$ cat src/sstc_pkg.sv
// Shared types and constants for the swept sphere contact time core.
`default_nettype none
package sstc_pkg;

  // Item command codes
  localparam logic CMD_LOAD = 1'b0;
  localparam logic CMD_TEST = 1'b1;

  // Divider produces this many quotient bits (Q8.16 time)
  localparam int TIME_W = 24;
  localparam logic [4:0] DIV_LAST = 5'(TIME_W - 1);

  // Square root iteration counts
  localparam logic [6:0] SQRT_STEPS_FULL = 7'd66;
  localparam logic [6:0] SQRT_STEPS_HALF = 7'd33;

  typedef enum logic [2:0] {
    OC_HIT        = 3'd0,
    OC_NO_MOTION  = 3'd1,
    OC_OVERLAP    = 3'd2,
    OC_SEPARATING = 3'd3,
    OC_OUT_REACH  = 3'd4,
    OC_NO_ROOT    = 3'd5,
    OC_NO_TARGET  = 3'd6
  } outcome_t;

  // Products formed on the shared multiplier, in issue order
  typedef enum logic [3:0] {
    SEL_VV0, SEL_DD0, SEL_DV0,
    SEL_VV1, SEL_DD1, SEL_DV1,
    SEL_VV2, SEL_DD2, SEL_DV2,
    SEL_RR, SEL_REACH, SEL_BB, SEL_AC
  } mul_sel_t;

  typedef enum logic [3:0] {
    ST_IDLE, ST_MUL, ST_MUL_WAIT, ST_CHECK, ST_SQRT_A, ST_SQRT_A_WAIT,
    ST_CHK_REACH, ST_CHK_ROOT, ST_SQRT_D, ST_SQRT_D_WAIT, ST_DIV, ST_RESULT
  } state_t;

  typedef struct packed {
    logic     capture;
    logic     mul_start;
    mul_sel_t mul_sel;
    logic     calc_c;
    logic     sqrt_start;
    logic     sqrt_disc;
    logic     calc_reach;
    logic     calc_disc;
    logic     div_init;
    logic     div_step;
    logic     res_write;
    outcome_t res_outcome;
  } dp_cmd_t;

  typedef struct packed {
    logic loaded;
    logic mul_done;
    logic sqrt_done;
    logic no_motion;
    logic overlap;
    logic separating;
    logic out_reach;
    logic no_root;
  } dp_stat_t;

endpackage
`default_nettype wire

$ cat src/sstc_ctrl.sv
// Controller: sequences the datapath for one item at a time.
`default_nettype none
module sstc_ctrl
  import sstc_pkg::*;
(
  input  wire logic     clk,
  input  wire logic     rst,
  input  wire logic     in_valid,
  input  wire logic     cmd,
  output logic          in_ready,
  output logic          out_valid,
  input  wire logic     out_ready,
  output dp_cmd_t       ctl,
  input  wire dp_stat_t st
);

  state_t   state, state_next;
  mul_sel_t sel, sel_next;
  outcome_t oc, oc_next;
  logic [4:0] step, step_next;
  logic       accept;

  assign in_ready = state == ST_IDLE;
  assign accept   = in_valid && in_ready;

  // state registers
  always_ff @(posedge clk) begin
    if (rst) begin
      state     <= ST_IDLE;
      sel       <= SEL_VV0;
      oc        <= OC_HIT;
      step      <= '0;
      out_valid <= 1'b0;
    end else begin
      state <= state_next;
      sel   <= sel_next;
      oc    <= oc_next;
      step  <= step_next;
      if (ctl.res_write)  out_valid <= 1'b1;
      else if (out_ready) out_valid <= 1'b0;
    end
  end

  // next state and commands
  always_comb begin
    state_next = state;
    sel_next   = sel;
    oc_next    = oc;
    step_next  = step;
    ctl        = '0;
    ctl.mul_sel     = sel;
    ctl.res_outcome = oc;
    ctl.capture     = accept;
    unique case (state)
      ST_IDLE: begin
        if (accept && cmd == CMD_TEST) begin
          if (st.loaded) begin
            sel_next   = SEL_VV0;
            state_next = ST_MUL;
          end else begin
            oc_next    = OC_NO_TARGET;
            state_next = ST_RESULT;
          end
        end
      end
      ST_MUL: begin
        ctl.mul_start = 1'b1;
        state_next    = ST_MUL_WAIT;
      end
      ST_MUL_WAIT: begin
        if (st.mul_done) begin
          state_next = ST_MUL;
          unique case (sel)
            SEL_VV0:   sel_next = SEL_DD0;
            SEL_DD0:   sel_next = SEL_DV0;
            SEL_DV0:   sel_next = SEL_VV1;
            SEL_VV1:   sel_next = SEL_DD1;
            SEL_DD1:   sel_next = SEL_DV1;
            SEL_DV1:   sel_next = SEL_VV2;
            SEL_VV2:   sel_next = SEL_DD2;
            SEL_DD2:   sel_next = SEL_DV2;
            SEL_DV2:   sel_next = SEL_RR;
            SEL_RR:    state_next = ST_CHECK;
            SEL_REACH: state_next = ST_CHK_REACH;
            SEL_BB:    sel_next = SEL_AC;
            SEL_AC:    state_next = ST_CHK_ROOT;
            default:   state_next = ST_IDLE;
          endcase
        end
      end
      // early rejections in their fixed order
      ST_CHECK: begin
        state_next = ST_RESULT;
        priority if (st.no_motion) oc_next = OC_NO_MOTION;
        else if (st.overlap)       oc_next = OC_OVERLAP;
        else if (st.separating)    oc_next = OC_SEPARATING;
        else begin
          ctl.calc_c = 1'b1;
          state_next = ST_SQRT_A;
        end
      end
      ST_SQRT_A: begin
        ctl.sqrt_start = 1'b1;
        state_next     = ST_SQRT_A_WAIT;
      end
      ST_SQRT_A_WAIT: begin
        if (st.sqrt_done) begin
          ctl.calc_reach = 1'b1;
          sel_next       = SEL_REACH;
          state_next     = ST_MUL;
        end
      end
      ST_CHK_REACH: begin
        if (st.out_reach) begin
          oc_next    = OC_OUT_REACH;
          state_next = ST_RESULT;
        end else begin
          sel_next   = SEL_BB;
          state_next = ST_MUL;
        end
      end
      ST_CHK_ROOT: begin
        if (st.no_root) begin
          oc_next    = OC_NO_ROOT;
          state_next = ST_RESULT;
        end else begin
          ctl.calc_disc = 1'b1;
          state_next    = ST_SQRT_D;
        end
      end
      ST_SQRT_D: begin
        ctl.sqrt_start = 1'b1;
        ctl.sqrt_disc  = 1'b1;
        state_next     = ST_SQRT_D_WAIT;
      end
      ST_SQRT_D_WAIT: begin
        ctl.sqrt_disc = 1'b1;
        if (st.sqrt_done) begin
          ctl.div_init = 1'b1;
          step_next    = '0;
          state_next   = ST_DIV;
        end
      end
      ST_DIV: begin
        ctl.div_step = 1'b1;
        step_next    = step + 5'd1;
        if (step == DIV_LAST) begin
          oc_next    = OC_HIT;
          state_next = ST_RESULT;
        end
      end
      // wait for the output register to free up
      ST_RESULT: begin
        if (!out_valid || out_ready) begin
          ctl.res_write = 1'b1;
          state_next    = ST_IDLE;
        end
      end
      default: state_next = ST_IDLE;
    endcase
  end

endmodule
`default_nettype wire

$ cat config.mk
export PLATFORM = sky130hd
export DESIGN_NAME = sstc_ctrl
export DESIGN_NICKNAME = d
export VERILOG_FILES = /design/src/sstc_pkg.sv /design/src/sstc_ctrl.sv
export SDC_FILE = /design/constraint.sdc
export NUM_CORES = 1
export LEC_CHECK = 0
export ABC_AREA = 1
export BUFFER_PORTS_ARGS = -buffer_cell sky130_fd_sc_hd__buf_4
export CAP_MARGIN = 20
export CORE_MARGIN = 1
export CORE_UTILIZATION = 48
export DETAILED_ROUTE_END_ITERATION = 6
export PLACE_DENSITY = 0.85
export RECOVER_POWER = 100
export REMOVE_ABC_BUFFERS = 1
export SYNTH_ARGS = -nofsm -noshare
export SYNTH_HDL_FRONTEND = slang
export SYNTH_SLANG_ARGS = --single-unit
$ cat constraint.sdc
create_clock -name clk -period 1.4 [get_ports clk]
set_clock_uncertainty 0.1 [all_clocks]
set_input_delay 0.14 -clock clk [delete_from_list [all_inputs] [get_ports clk]]
set_output_delay 0.14 -clock clk [all_outputs]
set_load 0.05 [all_outputs]
==> flow_summary.yaml <==
synthesis:
  synth_top_family_by_area: "simple AND/OR/NAND/NOR gates"
  synth-edff-count: 0
  synth_top_cell_area_share_pct: 24.8
  synth-seq-cells: 17
  syn-mean-instance-area_um2: 5.86
  synthMuxAreaShare_pct: 0
  syn_inst: 234
  yosysSeqAreaShare_pct: 24.8
  synth_compound_area_share_pct: 10.5
  yosys_warnings: 0
  async_flop_share_pct: 0
  ys.flop_type: "dfxtp_1"
  synth_top_area_cell: "dfxtp_1"
  yosys.area_share.simple_pct: 52.8
  netlist_area_mm2: 0.00137
  synth_cell_type_count: 25
  synth.area.top_cells: "dfxtp_1 25%, nand2_1 17%, nor2_1 11%, inv_1 8.2%, nand3_1 5.8%"
  synthAdderAreaFrac_pct: 0.912
  synth_xor_area_share_pct: 0
detailed_routing:
  drtPass1Iterations: 5
  finalWirelength_um: 6720
  via_per_inst: 5.97
  vias: 2078
  detail-route-antenna-nets: 0
  drcViolationCount: 0
  wl_per_cell_um: 19.3
  initialDrtViolationCount: 240
setup_path:
  start_kind: "flop"
  reg2reg_slack_ns: -0.40
  cp.required_ns: 1.52
  crit_fanout: 4
  reg2reg_depth: 9
  cpPeakStageDelay_ns: 0.39
  critPathSlowestCell: "dfxtp_4"
  r2r-start: "state[3]"
  endpoint_kind: "flop"
  crit_start: "state[3]"
  arrival_ns: 1.92
  worst-setup-path-type: "reg -> reg"
  worstReg2RegEnd: "oc[2]"
  worstPathCellList: "buf_6, nor2_4, buf_6, nand2_4, or2_4, nand3b_1, nor2_2, nor2_1, nor2_2"
  cp-endpoint: "oc[2]"
place:
  dp_slack_ns: -0.185
  dp_hpwl_um: 3070
  dpl.cell_count: 331
  port_buffers: 31
  gp_congestion: 0.969
layout:
  drive_above_1_share_pct: 51.7
  layout.nets: 332
  syn_to_final_growth_pct: 77.2
  n_antenna_cell: 0
  final_cells: 348
flow_run:
  drv_cap: 0
global_route:
  grt_first_pass_wirelength_um: 8190
  grt_pass1_vias: 1798
  grt_usage_pct: 34.1
  antenna_found_initial: 0
  grt_max_degree: 11
  grt_overflow: 0
sta:
  finalSetupViolations: 27
  tightest_slew_ns: 0.395
  setup_ws_ns: -0.404
  min_period_over_period_pct: 129
  finalHoldViolations: 0
  rsz0062_at_grt: "yes"
  slew_headroom_pct: 73.6
  drv_slew: 0
  tns_ns: -7.48
  max_freq_ghz: 0.554
  fin_crit_ns: 1.80
die:
  ioPinCount: 32
  fp.dieW_um: 55.5
  fp.dieH_um: 55.5
  rows: 19
  core_area_mm2: 0.00273
  dieArea_mm2: 0.00307
  start_util_pct: 50.2
power_and_ir_drop:
  power-per-cell-area_mw_per_mm2: 2150
  p_leak_nw: 1.22
  peakVddDrop_v: 0.00228
  p_total_mw: 5.22
clock_tree:
  cts_buffer_depth: 2
  cts_tree: "yes"
  cts_buffers: 3
  numClockSinks: 17
  clock_latency_ns: 0.31
  clkSlewWorstSetupHoldPaths_ns: 0.12
  clock-root-buffer: "clkbuf_4"
  htree_num_levels: 1
min_path:
  min_path_type: "in -> reg"
  min_from: "out_ready"
run_status:
  status: "finished, violations left"
  violations: "negative setup slack"
critical path: cells and delay by family, from the launching register on:
family / cells / cell delay, ns
DFF: 1 / 0.39
buffers and inverters: 2 / 0.25
and+or+nand+nor: 7 / 0.96
where the power goes:
| part | internal (mW) | switching, mW | leakage (nW) |
|---|---|---|---|
| Combinational | 1.56 | 2.54 | 1.07 |
| Clock | 0.112 | 0.191 | 0.0150 |
| Sequential | 0.640 | 0.174 | 0.143 |
repair_timing:
item,CTS,global route
endpoints found under the setup margin,27,27
buffers inserted,7,7
hold buffers,1,0
hold endpoints to repair,7,0
resized for setup,58,57
pin swaps,14,29
flip-flops by register name, summed over array words and instances (netlist names):
register / cells
sel: 4
out_valid: 1
oc: 3
step: 5
state: 4
through the flow:
step,hold WS (ns),util (%),instance area (µm²)
2_1_floorplan,0.109,-,1350
3_3_place_gp,0.287,69.8,1910
3_5_place_dp,0.289,69.8,1910
4_1_cts,0.0806,80.5,2200
5_1_grt,0.108,88.9,2430
6_report,0.115,88.9,2430
cell families after synthesis:
family / count (synthesis)
flip-flops: 17
buffers and inverters: 38
adder cells (fa/ha/maj): 1
AND/OR/NAND/NOR: 151
AO/OA/AOI/OAI: 27
per-layer routing:
layer	routed length, µm	vias to the layer above	share of wire [%]	global-route usage, %
met4	545	0	8.1	21.4
met1	2410	947	36	38.3
met3	641	57	9.5	6.79
li1	-	900	-	-
met2	3120	174	46	58.5
met5	0	-	0	0
layout make-up:
class                   instances  area, µm²
multi-input cells             179       1130
repair buffers                 82        744
flip-flops and latches         17        358
fillers                       127        304
inverters                      35        136
well taps                      31       38.8
clock buffers                   4       26.3
placed cells by master (no fill, tap or decap), drive strengths merged:
cell         synthesis  routed
buf                  2      77
nand2               71      71
nor2                54      54
inv                 34      34
nand3               19      19
dfxtp               17      17
o21ai               12      12
a21oi               12      12
clkbuf               1       8
nand4                3       3
nand3b               2       2
nor3                 1       1
o31ai                1       1
clkinv               1       1
o21a                 1       1
or2                  1       1
o221ai               1       1
ha                   1       1
dlygate4sd3          0       1
synth_stat cells, drive strengths merged, types with 2 or more instances:
cell / n
buf: 2
a21oi: 12
o21ai: 12
inv: 34
nor2: 54
nand4: 3
dfxtp: 17
nand3b: 2
nand2: 71
nand3: 19
worst min-delay path by stage:
stage / end / slack [ns] / depth (start not counted)
final: out_valid / 0.12 / 4
after global routing: out_valid / 0.11 / 4
after CTS: out_valid / 0.08 / 4
after detailed placement: state[0] / 0.29 / 2
after global placement: state[2] / 0.29 / 2
after floorplan: state[0] / 0.11 / 1
Power figures use the tool's default switching activity.
